===== config.mk =====
export PLATFORM = sky130hd
export DESIGN_NAME = i2c_codec_register_writer_flat
export DESIGN_NICKNAME = d
export VERILOG_FILES = /design/src/rtl/i2ccrw_pkg.sv /design/src/rtl/i2ccrw_req_if.sv /design/src/rtl/i2ccrw_res_if.sv /design/src/rtl/i2c_codec_register_writer.sv /design/src/rtl/i2ccrw_seq.sv /design/src/rtl/i2ccrw_shadow.sv /design/src/flat_wrapper.sv
export SDC_FILE = /design/constraint.sdc
export NUM_CORES = 1
export LEC_CHECK = 0
export BUFFER_PORTS_ARGS = -buffer_cell sky130_fd_sc_hd__buf_2
export CAP_MARGIN = 20
export CORE_MARGIN = 3
export CORE_UTILIZATION = 62
export DETAILED_ROUTE_END_ITERATION = 10
export PLACE_DENSITY = 0.87
export SYNTH_ARGS = -nofsm -noshare
export SYNTH_HDL_FRONTEND = slang
export SYNTH_HIERARCHICAL = 1
export SYNTH_SLANG_ARGS = --single-unit

===== constraint.sdc =====
create_clock -name i_clk -period 3.35 [get_ports i_clk]
set_input_delay 0.5025 -clock i_clk [delete_from_list [all_inputs] [get_ports i_clk]]
set_output_delay 0.5025 -clock i_clk [all_outputs]
set_load 0.01 [all_outputs]

===== src/rtl/i2ccrw_pkg.sv =====
`default_nettype none
package i2ccrw_pkg;

    localparam int DEV_ADDR_W         = 7;
    localparam int HALF_W             = 16;
    localparam int REG_W              = 7;
    localparam int VAL_W              = 9;
    localparam int CFG_IDX_W          = 1;
    localparam int CFG_DATA_W         = 16;
    localparam int REGISTER_COUNT_DEF = 58;

    localparam logic [DEV_ADDR_W-1:0] DEV_ADDR_RST = 7'd26;
    localparam logic [HALF_W-1:0]     HALF_RST     = 16'd180;

    // configuration register indexes
    localparam logic [CFG_IDX_W-1:0] CFG_DEVICE_ADDRESS    = 1'd0;
    localparam logic [CFG_IDX_W-1:0] CFG_HALF_PERIOD_TICKS = 1'd1;

    typedef enum logic [3:0] {
        PH_IDLE        = 4'd0,
        PH_START_HOLD  = 4'd1,
        PH_START_LOW   = 4'd2,
        PH_BIT_SETUP   = 4'd3,
        PH_BIT_HIGH    = 4'd4,
        PH_ACK_RELEASE = 4'd5,
        PH_ACK_HIGH    = 4'd6,
        PH_ACK_LOW     = 4'd7,
        PH_STOP_LOW    = 4'd8,
        PH_STOP_SCL    = 4'd9,
        PH_STOP_SDA    = 4'd10
    } t_phase;

    typedef struct packed {
        logic             start_request;
        logic [REG_W-1:0] write_reg;
        logic [VAL_W-1:0] write_value;
        logic             sda_in;
        logic [REG_W-1:0] read_index;
    } t_item;

    typedef struct packed {
        logic scl;
        logic sda;
        logic busy;
        logic done;
        logic success;
        logic rejected;
    } t_seq_res;

    typedef struct packed {
        logic             we;
        logic [REG_W-1:0] addr;
        logic [VAL_W-1:0] data;
    } t_shadow_wr;

endpackage
`default_nettype wire


===== src/rtl/i2ccrw_req_if.sv =====
`default_nettype none
interface i2ccrw_req_if;
    import i2ccrw_pkg::*;

    logic             valid;
    logic             ready;
    logic             start_request;
    logic [REG_W-1:0] write_reg;
    logic [VAL_W-1:0] write_value;
    logic             sda_in;
    logic [REG_W-1:0] read_index;

    modport source (
        output valid, start_request, write_reg, write_value, sda_in, read_index,
        input  ready
    );
    modport sink (
        input  valid, start_request, write_reg, write_value, sda_in, read_index,
        output ready
    );
endinterface
`default_nettype wire


===== src/rtl/i2ccrw_res_if.sv =====
`default_nettype none
interface i2ccrw_res_if;
    import i2ccrw_pkg::*;

    logic             valid;
    logic             ready;
    logic             scl_out;
    logic             sda_out;
    logic             busy_res;
    logic             done_res;
    logic             success;
    logic             rejected;
    logic [VAL_W-1:0] read_data;

    modport source (
        output valid, scl_out, sda_out, busy_res, done_res, success, rejected,
               read_data,
        input  ready
    );
    modport sink (
        input  valid, scl_out, sda_out, busy_res, done_res, success, rejected,
               read_data,
        output ready
    );
endinterface
`default_nettype wire


===== src/rtl/i2c_codec_register_writer.sv =====
`default_nettype none
// I2C write master for a codec control port. Each request transaction is one
// timing tick: it may carry a write request and the sampled SDA level, and it
// yields exactly one result transaction with the SCL/SDA drive for that tick,
// busy/done/success/rejected flags and one shadow store entry. A tick is taken
// every clock cycle when the result side keeps up; each tick passes the input
// register, then the sequencer pass into the result register. A write
// sends start, address+W, register<<1 with value bit 8, low value byte, each
// followed by an acknowledge slot, and a stop; every line level lasts
// half_period_ticks ticks (0 acts as 1). Register numbers at or above
// REGISTER_COUNT are rejected on the same tick. The shadow store needs no
// clearing pass: per-entry valid bits make unwritten entries read as zero.
module i2c_codec_register_writer #(
    parameter int REGISTER_COUNT = i2ccrw_pkg::REGISTER_COUNT_DEF
) (
    input  wire                                  i_clk,
    input  wire                                  i_rst_n,
    i2ccrw_req_if.sink                           i_req_chan,
    i2ccrw_res_if.source                         o_res_chan,
    input  wire                                  i_cfg_we,
    input  wire [i2ccrw_pkg::CFG_IDX_W-1:0]      i_cfg_index,
    input  wire [i2ccrw_pkg::CFG_DATA_W-1:0]     i_cfg_data
);
    import i2ccrw_pkg::*;

    // configuration registers
    logic [DEV_ADDR_W-1:0] r_device_address;
    logic [HALF_W-1:0]     r_half_period_ticks;

    // input stage
    logic  r_s1_valid;
    t_item r_s1;

    // result stage
    logic     r_out_valid;
    t_seq_res r_res;

    logic             w_adv;
    t_seq_res         w_seq_res;
    t_shadow_wr       w_wr;
    logic [VAL_W-1:0] w_rd_data;

    // the input stage moves into the result register when that is free or
    // being drained; a new tick is taken only while the input stage is empty
    // or moving on
    assign w_adv            = r_s1_valid && (!r_out_valid || o_res_chan.ready);
    assign i_req_chan.ready = !r_s1_valid || w_adv;

    always_ff @(posedge i_clk) begin
        if (!i_rst_n) begin
            r_device_address    <= DEV_ADDR_RST;
            r_half_period_ticks <= HALF_RST;
        end else if (i_cfg_we) begin
            case (i_cfg_index)
                CFG_DEVICE_ADDRESS:    r_device_address    <= i_cfg_data[DEV_ADDR_W-1:0];
                CFG_HALF_PERIOD_TICKS: r_half_period_ticks <= i_cfg_data[HALF_W-1:0];
                default: ;
            endcase
        end
    end

    always_ff @(posedge i_clk) begin
        if (!i_rst_n) begin
            r_s1_valid <= 1'b0;
        end else if (i_req_chan.ready) begin
            r_s1_valid <= i_req_chan.valid;
        end
    end

    always_ff @(posedge i_clk) begin
        if (i_req_chan.valid && i_req_chan.ready) begin
            r_s1.start_request <= i_req_chan.start_request;
            r_s1.write_reg     <= i_req_chan.write_reg;
            r_s1.write_value   <= i_req_chan.write_value;
            r_s1.sda_in        <= i_req_chan.sda_in;
            r_s1.read_index    <= i_req_chan.read_index;
        end
    end

    // bus sequencer: one tick per advance
    i2ccrw_seq #(
        .REGISTER_COUNT (REGISTER_COUNT)
    ) u_seq (
        .i_clk               (i_clk),
        .i_rst_n             (i_rst_n),
        .i_en                (w_adv),
        .i_item              (r_s1),
        .i_device_address    (r_device_address),
        .i_half_period_ticks (r_half_period_ticks),
        .o_res               (w_seq_res),
        .o_wr                (w_wr)
    );

    // shadow store; its registered read forms part of the result register
    i2ccrw_shadow #(
        .REGISTER_COUNT (REGISTER_COUNT)
    ) u_shadow (
        .i_clk     (i_clk),
        .i_rst_n   (i_rst_n),
        .i_en      (w_adv),
        .i_wr      (w_wr),
        .i_rd_idx  (r_s1.read_index),
        .o_rd_data (w_rd_data)
    );

    always_ff @(posedge i_clk) begin
        if (!i_rst_n) begin
            r_out_valid <= 1'b0;
        end else if (w_adv) begin
            r_out_valid <= 1'b1;
        end else if (o_res_chan.ready) begin
            r_out_valid <= 1'b0;
        end
    end

    always_ff @(posedge i_clk) begin
        if (w_adv) begin
            r_res <= w_seq_res;
        end
    end

    assign o_res_chan.valid     = r_out_valid;
    assign o_res_chan.scl_out   = r_res.scl;
    assign o_res_chan.sda_out   = r_res.sda;
    assign o_res_chan.busy_res  = r_res.busy;
    assign o_res_chan.done_res  = r_res.done;
    assign o_res_chan.success   = r_res.success;
    assign o_res_chan.rejected  = r_res.rejected;
    assign o_res_chan.read_data = w_rd_data;

`ifndef ASSERT_OFF
    // a finishing tick always leaves the sequencer idle
    a_done_not_busy: assert property (@(posedge i_clk) disable iff (!i_rst_n)
        r_out_valid |-> !(r_res.done && r_res.busy))
        else $error("done reported while still busy");

    // a rejection is a done without success
    a_reject_form: assert property (@(posedge i_clk) disable iff (!i_rst_n)
        (r_out_valid && r_res.rejected) |-> (r_res.done && !r_res.success))
        else $error("malformed rejection result");

    // a held input stage is never dropped
    a_s1_held: assert property (@(posedge i_clk) disable iff (!i_rst_n)
        (r_s1_valid && !w_adv) |=> r_s1_valid)
        else $error("input stage lost a tick");

    // a shadow write happens only on a successful done
    a_wr_on_success: assert property (@(posedge i_clk) disable iff (!i_rst_n)
        (w_adv && w_wr.we) |=> (r_res.done && r_res.success))
        else $error("shadow write without a successful transaction");
`endif

endmodule
`default_nettype wire


===== src/rtl/i2ccrw_seq.sv =====
`default_nettype none
module i2ccrw_seq #(
    parameter int REGISTER_COUNT = i2ccrw_pkg::REGISTER_COUNT_DEF
) (
    input  wire                                     i_clk,
    input  wire                                     i_rst_n,
    input  wire                                     i_en,
    input  i2ccrw_pkg::t_item                       i_item,
    input  wire [i2ccrw_pkg::DEV_ADDR_W-1:0]        i_device_address,
    input  wire [i2ccrw_pkg::HALF_W-1:0]            i_half_period_ticks,
    output i2ccrw_pkg::t_seq_res                    o_res,
    output i2ccrw_pkg::t_shadow_wr                  o_wr
);
    import i2ccrw_pkg::*;

    localparam logic [REG_W:0] CountW = (REG_W+1)'(REGISTER_COUNT);

    t_phase           r_phase,     n_phase;
    logic [3:0]       r_bit_cnt,   n_bit_cnt;
    logic [1:0]       r_byte_cnt,  n_byte_cnt;
    logic [7:0]       r_shift,     n_shift;
    logic [HALF_W-1:0] r_wait,     n_wait;
    logic             r_all_acked, n_all_acked;
    logic [REG_W-1:0] r_pend_reg,  n_pend_reg;
    logic [VAL_W-1:0] r_pend_val,  n_pend_val;

    logic [HALF_W-1:0] w_reload;
    logic              w_in_range;
    logic              w_reject;
    logic              w_finish;

    // zero half period behaves as one
    assign w_reload   = (i_half_period_ticks == '0) ? '0 : i_half_period_ticks - 1'b1;
    assign w_in_range = {1'b0, i_item.write_reg} < CountW;

    always_comb begin
        n_phase     = r_phase;
        n_bit_cnt   = r_bit_cnt;
        n_byte_cnt  = r_byte_cnt;
        n_shift     = r_shift;
        n_wait      = r_wait;
        n_all_acked = r_all_acked;
        n_pend_reg  = r_pend_reg;
        n_pend_val  = r_pend_val;
        if (r_phase == PH_IDLE) begin
            if (i_item.start_request && w_in_range) begin
                n_pend_reg  = i_item.write_reg;
                n_pend_val  = i_item.write_value;
                n_all_acked = 1'b1;
                n_byte_cnt  = 2'd0;
                n_bit_cnt   = 4'd0;
                n_shift     = {i_device_address, 1'b0};
                n_phase     = PH_START_HOLD;
                n_wait      = w_reload;
            end
        end else if (r_wait != '0) begin
            n_wait = r_wait - 1'b1;
        end else begin
            n_wait = w_reload;
            case (r_phase)
                PH_START_HOLD: n_phase = PH_START_LOW;
                PH_START_LOW: begin
                    n_bit_cnt = 4'd0;
                    n_phase   = PH_BIT_SETUP;
                end
                PH_BIT_SETUP: n_phase = PH_BIT_HIGH;
                PH_BIT_HIGH: begin
                    if (r_bit_cnt >= 4'd7) begin
                        n_phase = PH_ACK_RELEASE;
                    end else begin
                        n_bit_cnt = r_bit_cnt + 4'd1;
                        n_shift   = {r_shift[6:0], 1'b0};
                        n_phase   = PH_BIT_SETUP;
                    end
                end
                PH_ACK_RELEASE: n_phase = PH_ACK_HIGH;
                PH_ACK_HIGH: begin
                    if (i_item.sda_in) begin
                        n_all_acked = 1'b0;
                    end
                    n_phase = PH_ACK_LOW;
                end
                PH_ACK_LOW: begin
                    if (r_byte_cnt >= 2'd2) begin
                        n_phase = PH_STOP_LOW;
                    end else begin
                        n_byte_cnt = r_byte_cnt + 2'd1;
                        n_bit_cnt  = 4'd0;
                        n_shift    = (r_byte_cnt == 2'd0) ? {r_pend_reg, r_pend_val[8]}
                                                          : r_pend_val[7:0];
                        n_phase    = PH_BIT_SETUP;
                    end
                end
                PH_STOP_LOW: n_phase = PH_STOP_SCL;
                PH_STOP_SCL: n_phase = PH_STOP_SDA;
                default: begin
                    // end of stop, or an unreachable code: back to idle
                    n_phase = PH_IDLE;
                    n_wait  = '0;
                end
            endcase
        end
    end

    assign w_reject = (r_phase == PH_IDLE) && i_item.start_request && !w_in_range;
    assign w_finish = (r_phase == PH_STOP_SDA) && (r_wait == '0);

    always_comb begin
        o_res.busy     = (n_phase != PH_IDLE);
        o_res.done     = w_reject || w_finish;
        o_res.success  = w_finish && r_all_acked;
        o_res.rejected = w_reject;
        o_wr.we        = w_finish && r_all_acked;
        o_wr.addr      = r_pend_reg;
        o_wr.data      = r_pend_val;
        case (n_phase)
            PH_START_LOW:   begin o_res.scl = 1'b1; o_res.sda = 1'b0;       end
            PH_BIT_SETUP:   begin o_res.scl = 1'b0; o_res.sda = n_shift[7]; end
            PH_BIT_HIGH:    begin o_res.scl = 1'b1; o_res.sda = n_shift[7]; end
            PH_ACK_RELEASE: begin o_res.scl = 1'b0; o_res.sda = 1'b1;       end
            PH_ACK_HIGH:    begin o_res.scl = 1'b1; o_res.sda = 1'b1;       end
            PH_ACK_LOW:     begin o_res.scl = 1'b0; o_res.sda = 1'b1;       end
            PH_STOP_LOW:    begin o_res.scl = 1'b0; o_res.sda = 1'b0;       end
            PH_STOP_SCL:    begin o_res.scl = 1'b1; o_res.sda = 1'b0;       end
            default:        begin o_res.scl = 1'b1; o_res.sda = 1'b1;       end
        endcase
    end

    always_ff @(posedge i_clk) begin
        if (!i_rst_n) begin
            r_phase     <= PH_IDLE;
            r_bit_cnt   <= '0;
            r_byte_cnt  <= '0;
            r_shift     <= '0;
            r_wait      <= '0;
            r_all_acked <= 1'b1;
            r_pend_reg  <= '0;
            r_pend_val  <= '0;
        end else if (i_en) begin
            r_phase     <= n_phase;
            r_bit_cnt   <= n_bit_cnt;
            r_byte_cnt  <= n_byte_cnt;
            r_shift     <= n_shift;
            r_wait      <= n_wait;
            r_all_acked <= n_all_acked;
            r_pend_reg  <= n_pend_reg;
            r_pend_val  <= n_pend_val;
        end
    end

endmodule
`default_nettype wire


===== src/rtl/i2ccrw_shadow.sv =====
`default_nettype none
module i2ccrw_shadow #(
    parameter int REGISTER_COUNT = i2ccrw_pkg::REGISTER_COUNT_DEF
) (
    input  wire                               i_clk,
    input  wire                               i_rst_n,
    input  wire                               i_en,
    input  i2ccrw_pkg::t_shadow_wr            i_wr,
    input  wire [i2ccrw_pkg::REG_W-1:0]       i_rd_idx,
    output logic [i2ccrw_pkg::VAL_W-1:0]      o_rd_data
);
    import i2ccrw_pkg::*;

    localparam int             AW     = (REGISTER_COUNT > 1) ? $clog2(REGISTER_COUNT) : 1;
    localparam logic [REG_W:0] CountW = (REG_W+1)'(REGISTER_COUNT);

    logic [VAL_W-1:0]          r_mem [REGISTER_COUNT];
    logic [REGISTER_COUNT-1:0] r_valid;
    logic [VAL_W-1:0]          r_mem_q;
    logic [VAL_W-1:0]          r_fwd_val;
    logic                      r_use_fwd;
    logic                      r_zero;

    logic          w_rd_in_range;
    logic          w_fwd;
    logic [AW-1:0] w_rd_a;
    logic [AW-1:0] w_wr_a;

    // 7-bit index, so an address above 127 cannot occur; the casts cut or zero-pad it to AW bits
    assign w_rd_a        = AW'(i_rd_idx);
    assign w_wr_a        = AW'(i_wr.addr);
    assign w_rd_in_range = {1'b0, i_rd_idx} < CountW;
    assign w_fwd         = i_wr.we && (i_wr.addr == i_rd_idx);

    always_ff @(posedge i_clk) begin
        if (i_en) begin
            if (i_wr.we) begin
                r_mem[w_wr_a] <= i_wr.data;
            end
            if (w_rd_in_range) begin
                r_mem_q <= r_mem[w_rd_a];
            end
            r_fwd_val <= i_wr.data;
        end
    end

    always_ff @(posedge i_clk) begin
        if (!i_rst_n) begin
            r_valid   <= '0;
            r_use_fwd <= 1'b0;
            r_zero    <= 1'b1;
        end else if (i_en) begin
            if (i_wr.we) begin
                r_valid[w_wr_a] <= 1'b1;
            end
            r_use_fwd <= w_fwd;
            r_zero    <= !w_rd_in_range || (!r_valid[w_rd_a] && !w_fwd);
        end
    end

    assign o_rd_data = r_zero ? '0 : (r_use_fwd ? r_fwd_val : r_mem_q);

endmodule
`default_nettype wire

===== src/flat_wrapper.sv =====
// flat-port wrapper written by rule: the top's interface ports become plain ports
module i2c_codec_register_writer_flat import i2ccrw_pkg::*;
#(
    parameter int REGISTER_COUNT = i2ccrw_pkg::REGISTER_COUNT_DEF
)
  (i_clk, i_rst_n, i_cfg_we, i_cfg_index, i_cfg_data, i_req_chan_valid, i_req_chan_start_request, i_req_chan_write_reg, i_req_chan_write_value, i_req_chan_sda_in, i_req_chan_read_index, i_req_chan_ready, o_res_chan_valid, o_res_chan_scl_out, o_res_chan_sda_out, o_res_chan_busy_res, o_res_chan_done_res, o_res_chan_success, o_res_chan_rejected, o_res_chan_read_data, o_res_chan_ready);
  i2ccrw_req_if i_req_chan_i ();
  i2ccrw_res_if o_res_chan_i ();
  input  wire i_clk;
  input  wire i_rst_n;
  input  wire i_cfg_we;
  input  wire [i2ccrw_pkg::CFG_IDX_W-1:0] i_cfg_index;
  input  wire [i2ccrw_pkg::CFG_DATA_W-1:0] i_cfg_data;
  input wire logic [$bits(i_req_chan_i.valid)-1:0] i_req_chan_valid;
  input wire logic [$bits(i_req_chan_i.start_request)-1:0] i_req_chan_start_request;
  input wire logic [$bits(i_req_chan_i.write_reg)-1:0] i_req_chan_write_reg;
  input wire logic [$bits(i_req_chan_i.write_value)-1:0] i_req_chan_write_value;
  input wire logic [$bits(i_req_chan_i.sda_in)-1:0] i_req_chan_sda_in;
  input wire logic [$bits(i_req_chan_i.read_index)-1:0] i_req_chan_read_index;
  output wire logic [$bits(i_req_chan_i.ready)-1:0] i_req_chan_ready;
  output wire logic [$bits(o_res_chan_i.valid)-1:0] o_res_chan_valid;
  output wire logic [$bits(o_res_chan_i.scl_out)-1:0] o_res_chan_scl_out;
  output wire logic [$bits(o_res_chan_i.sda_out)-1:0] o_res_chan_sda_out;
  output wire logic [$bits(o_res_chan_i.busy_res)-1:0] o_res_chan_busy_res;
  output wire logic [$bits(o_res_chan_i.done_res)-1:0] o_res_chan_done_res;
  output wire logic [$bits(o_res_chan_i.success)-1:0] o_res_chan_success;
  output wire logic [$bits(o_res_chan_i.rejected)-1:0] o_res_chan_rejected;
  output wire logic [$bits(o_res_chan_i.read_data)-1:0] o_res_chan_read_data;
  input wire logic [$bits(o_res_chan_i.ready)-1:0] o_res_chan_ready;
  assign i_req_chan_i.valid = i_req_chan_valid;
  assign i_req_chan_i.start_request = i_req_chan_start_request;
  assign i_req_chan_i.write_reg = i_req_chan_write_reg;
  assign i_req_chan_i.write_value = i_req_chan_write_value;
  assign i_req_chan_i.sda_in = i_req_chan_sda_in;
  assign i_req_chan_i.read_index = i_req_chan_read_index;
  assign i_req_chan_ready = i_req_chan_i.ready;
  assign o_res_chan_valid = o_res_chan_i.valid;
  assign o_res_chan_scl_out = o_res_chan_i.scl_out;
  assign o_res_chan_sda_out = o_res_chan_i.sda_out;
  assign o_res_chan_busy_res = o_res_chan_i.busy_res;
  assign o_res_chan_done_res = o_res_chan_i.done_res;
  assign o_res_chan_success = o_res_chan_i.success;
  assign o_res_chan_rejected = o_res_chan_i.rejected;
  assign o_res_chan_read_data = o_res_chan_i.read_data;
  assign o_res_chan_i.ready = o_res_chan_ready;
  i2c_codec_register_writer #(.REGISTER_COUNT(REGISTER_COUNT)) u_core (.i_clk(i_clk), .i_rst_n(i_rst_n), .i_req_chan(i_req_chan_i), .o_res_chan(o_res_chan_i), .i_cfg_we(i_cfg_we), .i_cfg_index(i_cfg_index), .i_cfg_data(i_cfg_data));
endmodule

* Word level (Yosys, flattened, before mapping)
Memory sizes are Yosys's and may differ from the RTL's. A register that Yosys moved wholly into a read port is not among the register bits.
Index checks and enable logic that the tools add are counted.
** Storage, ports and cells
- Register bits :: 176
- RAM bits :: 522
- Input bits :: 47
- Memories kept :: 1
** Operators by class
- Add/sub/neg operators :: 4
- Order comparisons :: 7
- Eq/ne operators :: 23
- Multiplexer cells :: 46
- Bitwise gates (word level) :: 2
- Reductions and logical operators :: 45
** Memory list
- u_core.u_shadow.r_mem :: words 58, bits a word 9, rd ports 1, clocked after memory_dff 1, write ports 1, RTL line i2ccrw_shadow.sv:17 : logic [VAL_W-1:0] r_mem [REGISTER_COUNT];
** Operators with widths (count)
- 16-bit 2-to-1 mux :: 5
- 58-bit OR :: 1
- 8-bit 2-to-1 mux :: 6
- 4-bit 2-to-1 mux :: 9
- 4-bit case mux with 9 select lines :: 1
- 16-bit logical NOT :: 2
- 16-bit by 1-bit subtractor with 16-bit output, second input constant :: 2
- 4-bit by 3-bit == test with 1-bit output, second input constant :: 7
- 4-bit == test, second input constant :: 5
- 9-bit 2-to-1 mux :: 2
- 4-bit by 2-bit == test with 1-bit output, second input constant :: 4
- 8-bit case mux with 2 select lines :: 1
- 16-bit nonzero test :: 1
- 6-bit by 7-bit < comparator with 1-bit output, second input constant :: 2
- 7-bit by 6-bit < comparator with 1-bit output, second input constant :: 2
- 1-bit 2-to-1 mux :: 12
- 4-bit case mux with 3 select lines :: 1
- 6-bit AND reduction :: 2
- 1-bit logical AND :: 10
- 2-bit 2-to-1 mux :: 5
- 2-bit case mux with 5 select lines :: 1
- 2-bit AND reduction :: 5
- 5-bit AND reduction :: 2
- 9-bit OR reduction :: 1
- 23 further kinds :: 38

* Logic depth before layout (Yosys ltp)
Gate-level depths: netlist of the first run.
- Depth after elaboration :: 8
- Depth in mapped cells :: 13
- Mapped depth without buffers :: 12

* Hierarchy
Netlist of the first run, hierarchy kept.
** Modules (own cells, without submodules)
- i2ccrw_shadow :: instances 1, cells each 1193, area an instance 23299.8 um^2, seq. area each 17416.7 um^2
- i2ccrw_seq :: instances 1, cells each 456, area an instance 3538.4 um^2, seq. area each 1021.0 um^2
- i2c_codec_register_writer :: instances 1, cells each 143, area an instance 2005.7 um^2, seq. area each 1431.4 um^2

* Worst setup path before layout of the first run
Ideal clock, no wire load.
- Path kind :: flip-flop to flip-flop
- Start point :: register u_core.u_seq.r_wait[0]
- End point :: memory u_core.u_shadow.r_mem[25][0] (enable)
- Setup time :: 376 ps
- Arrival time :: 2653 ps
- Slack :: 322 ps
- Stages on the path, launching flop included :: 12
- Buffers on the path :: 1
- Period minus slack after synthesis :: 3028 ps
- Cell sequence :: dfxtp_1 -> inv_1 -> ha_1 -> nor2b_1 -> nand4b_4 -> nor2_1 -> nand4_1 -> nor2_1 -> buf_4 -> nor3b_1 -> nand3_1 -> nor2_1
** RTL lines
- start, declared :: RTL line i2ccrw_seq.sv:22 : logic [HALF_W-1:0] r_wait, n_wait;
- start signal, assigned :: RTL line i2ccrw_seq.sv:144 : r_wait <= n_wait;
- end, declared :: RTL line i2ccrw_shadow.sv:17

* Final worst setup path of the first run
- Start point :: register u_core/r_s1[0] in the netlist's numbering
- End point :: register u_core.u_shadow.r_mem_q[6], read port of u_core.u_shadow.r_mem (data pin)
** On the way
- Word-level cells in the longest chain between the ends :: 2
** Ends and longest elaborated chain
- start, declared :: RTL line i2c_codec_register_writer.sv:32 : t_item r_s1;
- 7-bit by 6-bit < comparator with 1-bit output :: RTL line i2ccrw_shadow.sv:32 : assign w_rd_in_range = {1'b0, i_rd_idx} < CountW;
- 2-bit AND reduction (no source line)
- end, declared :: RTL line i2ccrw_shadow.sv:19 : logic [VAL_W-1:0] r_mem_q;
Several ways; a longest one is shown, not always the timed one.
A chain may end at the register's enable or synchronous reset.

==> metrics.cfg, run 1 <==
[layout]
num_antenna_cells = 0
mostFrequentLayoutCells = 571 x edfxtp_1, 127 x dfxtp_1, 119 x nor2_1, 119 x mux4_2, 111 x buf_4
n_fill_cell = 2695
top_register = u_core/u_shadow/r_mem
layout.nets = 1982
largest_register_ffs = 522
area_growth_pct = 12.69
final_common_cell = edfxtp_1
top_regs = u_core/u_shadow/r_mem x522, u_core/u_shadow/r_valid x58, u_core/r_s1 x25
drive_gt1_frac = 0.2317

[cts]
postCtsHoldBufs = 0
cts_root_buffer = clkbuf_16
clk_latency_ns = 0.60
ctsResizeCount = 0
htreeDepth = 3
cts_buffers = 69
cts_tree = done
postCtsSetupRepairBufs = 0
clock_path_buffers = 3
path_clk_slew_ns = 0.06
clock-sinks = 707

[sta]
slew_viol_final = 0
max-slew-margin-rel = 0.3068
fmax_ghz = 0.3201
worst_pin_slew_ns = 1.038
fin_setup_tns_ns = 0
setup_viol = 0
rsz0062_at_grt = no
period_needed_ns = 3.124
hold_viol = 0
fin_crit_sh = 0.9326
skew_ns = 0.02105

[place]
dpl.hpwl_um = 43610
port-buffer-count = 63
gp_congestion = 0.8863

[synthesis]
ys_ff_latch = 707
synth_cell_types = 84
yosysSeqAreaShare = 0.6888
synth_edf_count = 571
async_flop_share = 0
syn_nets = 1845
syn_area_um2 = 28840
ys_warn_count = 6
synthCells = 1792
synth-main-ff-cell = edfxtp_1
syn_area_per_cell_um2 = 16.10

[detailed_routing]
wl_per_cell_um = 27.60
drtPass1Iterations = 9
avgViaCountPerCell = 6.855
vias = 17720
routed_wl_um = 71340
drtAntennaViolNets = 0
drc_errors = 0
drt_iter0_markers = 2496

[setup_path]
critPathRequiredTime_ns = 3.68
criticalPathCategory = reg -> reg
critPathLaunchType = flip-flop
cp_max_fo = 57
cp-end-kind = flip-flop
crit_arrival_ns = 3.46

[global_routing]
antenna_found_initial = 3
grt_use_total = 0.2914
grt-ovfl-total = 0
grt_pass1_wl_um = 108900
grt_start_max_net_pins = 83
grt_pass1_vias = 17480

[floorplanning]
die_width_um = 221.7
rows = 78
die_y_um = 221.7
die_area_um2 = 49150
pin_count = 64
start_util = 0.6315
core_area_um2 = 45670

[worst_hold_path]
hp-class = in -> reg

[power]
leakage_nw = 10.55
power_density_nw_per_um2 = 570.4
p_total_mw = 18.54
ir_worst_vdd_v = 0.0003925

[status]
status = completed

[flow_run]
cap_violations = 0

==> stage by stage <==
step / setup WS, ns / utilization / cell area (µm²) / hold slack (ns) / instances
after floorplan: 0.3215 / - / 28840 / 0.4336 / 1792
after global placement: 0.2524 / 0.6633 / 30300 / 0.4404 / 2458
after detailed placement: 0.1934 / 0.6633 / 30300 / 0.4482 / 2458
after CTS: 0.1091 / 0.7114 / 32490 / 0.05373 / 2585
after global routing: 0.03917 / 0.7117 / 32500 / 0.05772 / 2585
final: 0.2258 / 0.7117 / 32500 / 0.07497 / 2585
==> routing by layer <==
| metal | track usage | share of wire |
|---|---|---|
| met2 | 0.4794 | 0.49 |
| met1 | 0.3860 | 0.35 |
| met3 | 0.06885 | 0.12 |
| met4 | 0.1053 | 0.040 |
| met5 | 0 | 0.00057 |
==> cell usage after synthesis (9+ instances only) <==
library cell	instances	area share
a22oi_1	21	0.0055
nor3_1	29	0.0050
mux2_2	11	0.0043
dfxtp_1	136	0.094
o221ai_1	29	0.0088
mux2i_1	74	0.026
o21ai_0	35	0.0061
nor3b_1	11	0.0029
xnor2_1	18	0.0055
a21oi_1	57	0.0099
o211ai_1	9	0.0023
o22ai_1	9	0.0020
o21a_1	61	0.016
nor2_1	120	0.016
clkbuf_1	54	0.0070
or3_1	9	0.0020
nand3_1	34	0.0059
o31a_1	10	0.0030
buf_2	22	0.0038
nand4_1	17	0.0037
a211oi_1	17	0.0044
mux4_2	119	0.093
a21boi_0	13	0.0034
nand2_1	74	0.0096
buf_4	17	0.0044
a221oi_1	9	0.0027
edfxtp_1	571	0.59
inv_1	22	0.0029
nor2b_1	23	0.0050
buf_6	13	0.0051
a22o_1	9	0.0027
==> logic make-up after synthesis <==
logic type	synth area share
flops	0.6888
simple gates	0.06724
compound gates	0.08658
mux	0.1238
buf+inv	0.02425
xor+xnor	0.006680
fa+ha+maj	0.002603
==> power breakdown <==
group	leakage [nW]	switching [mW]	total, mW	internal, mW
combinational	3.57	0.831	1.36	0.525
clock	1.08	3.25	7.57	4.32
sequential	5.90	0.103	9.61	9.51
==> worst max-delay path, stage by stage (launching register included) <==
cell and delay [ns]:
edfxtp_1 0.38, buf_12 0.25, buf_12 0.39, buf_4 0.40, mux2i_1 0.32, o221ai_1 0.25, o22ai_1 0.30, nor3b_1 0.14
o31a_1 0.34
==> final cells by class <==
class	instances	area, µm²	share of cell area
flip-flops and latches	707	19880	0.6116
multi-input cells	949	8312	0.2557
repair buffers	180	1284	0.03949
clock inverters	33	302.8	0.009315
clock buffers	94	1893	0.05824
well taps	600	750.7	0.02310
inverters	22	82.58	0.002541
==> worst paths after layout <==
path / depth (start not counted) / end / slack, ns / start
max: 8 / u_core/u_shadow/r_mem_q[6]$_DFFE_PP_ / 0.23 / u_core/r_s1[0]$_DFFE_PP_
min: 1 / u_core/r_s1[3]$_DFFE_PP_ / 0.07 / i_req_chan_read_index[3]
min reg2reg: 2 / u_core/u_seq/r_pend_val[0]$_SDFFE_PN0P_ / 0.46 / u_core/u_seq/r_pend_val[0]$_SDFFE_PN0P_
max reg2reg: 8 / u_core/u_shadow/r_mem_q[6]$_DFFE_PP_ / 0.23 / u_core/r_s1[0]$_DFFE_PP_
Note: power is estimated with default switching activity, not from simulation.
==> run 2, diff against run 1 <==
==> constraint.sdc (replaced) <==
create_clock -name i_clk -period 3.57 [get_ports i_clk]
set_input_delay 0.5355 -clock i_clk [delete_from_list [all_inputs] [get_ports i_clk]]
set_output_delay 0.5355 -clock i_clk [all_outputs]
set_load 0.01 [all_outputs]
==> metrics.cfg, run 2 (synthesized netlist as in run 1, its figures left out) <==
[floorplanning]
die_area_um2 = 49150  ; unchanged
core_area_um2 = 45670  ; unchanged
pin_count = 64  ; unchanged
rows = 78  ; unchanged
start_util = 0.6315  ; unchanged
die_width_um = 221.7  ; unchanged
die_y_um = 221.7  ; unchanged

[power]
leakage_nw = 10.60  ; +0.53%
switching_power_mw = 3.944  ; -5.8%
power_density_nw_per_um2 = 547.9  ; -3.9%
switching_share = 0.2206  ; -0.005335
ir_worst_vdd_v = 0.0003776  ; -3.8%
combPwrFrac = 0.069  ; -0.004
p_total_mw = 17.88  ; -3.6%
p_int_mw = 13.93  ; -2.9%
p_seq_frac = 0.505  ; -0.013
clkPwrFrac = 0.425  ; +0.017

[detailed_routing]
drt_iter0_markers = 2704  ; +8.3%
avgViaCountPerCell = 6.962  ; +1.6%
drc_errors = 0  ; unchanged
drtPass1Iterations = 6  ; -3
routed_wl_um = 72670  ; +1.9%
wl_per_cell_um = 28.14  ; +1.9%
drtAntennaViolNets = 0  ; unchanged
vias = 17980  ; +1.5%

[setup_path]
criticalPathCategory = reg -> reg
critPathRequiredTime_ns = 3.86  ; +0.18 ns
critPathLaunchType = flip-flop
cp-end-kind = flip-flop
r2r_start = u_core/u_seq/r_wait[12]$_SDFFE_PN0P_
startpoint = u_core/u_seq/r_wait[12]$_SDFFE_PN0P_
cp_max_fo = 10  ; -82%
crit_arrival_ns = 3.64  ; +0.18 ns

[layout]
drive_gt1_frac = 0.2331  ; +0.001360
n_fill_cell = 2629  ; -2.4%
largest_register_ffs = 522  ; unchanged
top_regs = u_core/u_shadow/r_mem x522, u_core/u_shadow/r_valid x58, u_core/r_s1 x25
top_register = u_core/u_shadow/r_mem
layout.nets = 1979  ; -0.15%
final_common_cell = edfxtp_1
mostFrequentLayoutCells = 571 x edfxtp_1, 127 x dfxtp_1, 120 x nor2_1
area_growth_pct = 13.13

[sta]
holdWs_ns = 0.1042  ; +0.02927 ns
setup_viol = 0  ; unchanged
hold_viol = 0  ; unchanged
fmax_ghz = 0.2993  ; -6.5%
fin_crit_sh = 0.9360  ; +0.003459
skew_ns = 0.03560  ; +0.01455 ns
slew_viol_final = 0  ; unchanged
fin_ws_ns = 0.2283  ; +0.002484 ns
period_needed_ns = 3.342  ; +0.2175 ns
rsz0062_at_grt = no
worst_pin_slew_ns = 1.139  ; +0.1012 ns
max-slew-margin-rel = 0.2408  ; -0.06594
fin_setup_tns_ns = 0  ; unchanged

[worst_hold_path]
hp-start = i_req_chan_write_reg[5]
hp-class = in -> reg

[global_routing]
use_met1 = 0.3833  ; -0.002667
antenna_found_initial = 2  ; -1
grt_pass1_vias = 18060  ; +3.3%
use_met3 = 0.07533  ; +0.006487
grt-ovfl-total = 0  ; unchanged
grt_use_total = 0.2965  ; +0.005050
grt_pass1_wl_um = 110600  ; +1.6%
grtUsageMet2 = 0.4830  ; +0.003596
grt_start_max_net_pins = 91  ; +9.6%
top_usage_layer = met2

[cts]
clock-sinks = 707  ; unchanged
htreeDepth = 3  ; unchanged
cts_tree = done
cts_buffers = 68  ; -1.4%
ctsResizeCount = 0  ; unchanged
cts_root_buffer = clkbuf_16
clk_latency_ns = 0.62  ; +0.02 ns
path_clk_slew_ns = 0.06  ; about the same
postCtsSetupRepairBufs = 0  ; unchanged
clock_path_buffers = 3  ; unchanged
postCtsHoldBufs = 0  ; unchanged

[place]
dpl.hpwl_um = 44140  ; +1.2%
pre_cts_ws_ns = 0.3044  ; +0.1110 ns
gp_congestion = 0.9121  ; +2.9%
port-buffer-count = 63  ; unchanged

[flow_run]
cap_violations = 0  ; unchanged

[status]
status = completed

-- run 2: metrics by stage --
stage | cells | utilization | instance area (µm²)
3_5_place_dp | 2456 | 0.6624 | 30260
5_1_grt | 2582 | 0.7144 | 32630
6_report | 2583 | 0.7144 | 32630
4_1_cts | 2582 | 0.7143 | 32630
2_1_floorplan | 1792 | - | 28840
3_3_place_gp | 2456 | 0.6624 | 30260
-- run 2: final cells by class --
| cell class | count | area (µm²) | area share |
|---|---|---|---|
| well taps | 600 | 750.7 | 0.02301 |
| clock inverters | 38 | 498.0 | 0.01526 |
| diodes | 1 | 2.502 | 0.00007669 |
| inverters | 22 | 82.58 | 0.002531 |
| clock buffers | 88 | 1871 | 0.05733 |
| repair buffers | 178 | 1244 | 0.03811 |
| flip-flops and latches | 707 | 19880 | 0.6093 |
| multi-input cells | 949 | 8302 | 0.2544 |
-- run 2: power by group through the flow --
stage                     clock network (mW)  logic [mW]  registers [mW]
after floorplan                            0       0.883            9.16
after detailed placement                   0        1.20            9.20
after CTS                               7.68        1.22            9.03
after global routing                    7.96        1.33            9.04
after global placement                     0        1.16            9.20
final                                   7.61        1.24            9.03
-- run 2: worst paths after layout --
| kind | end | slack, ns | cells past startpoint |
|---|---|---|---|
| setup / recovery | u_core/u_shadow/r_mem[6][1]$_DFFE_PP_ | 0.23 | 10 |
| hold / removal | u_core/r_s1[22]$_DFFE_PP_ | 0.10 | 1 |
| setup reg to reg | u_core/u_shadow/r_mem[6][1]$_DFFE_PP_ | 0.23 | 10 |
| hold reg to reg | u_core/u_shadow/r_valid[23]$_SDFFE_PN0P_ | 0.46 | 1 |
-- run 2: routing by layer --
layer / part of all wire / up-vias
met4: 0.046 / 0
li1: - / 7372
met3: 0.12 / 265
met5: 0 / -
met2: 0.49 / 1432
met1: 0.35 / 8913
-- run 2: worst max-delay path: stages, from the launching register on --
cell     delay (ns)
dfxtp_1        0.36
or3_4          0.43
or2_1          0.33
nor2_1         0.26
nand4_1        0.17
nor2_1         0.13
buf_4          0.16
and3_1         0.21
nand2_1        0.44
nor2_1         0.31
buf_4          0.22
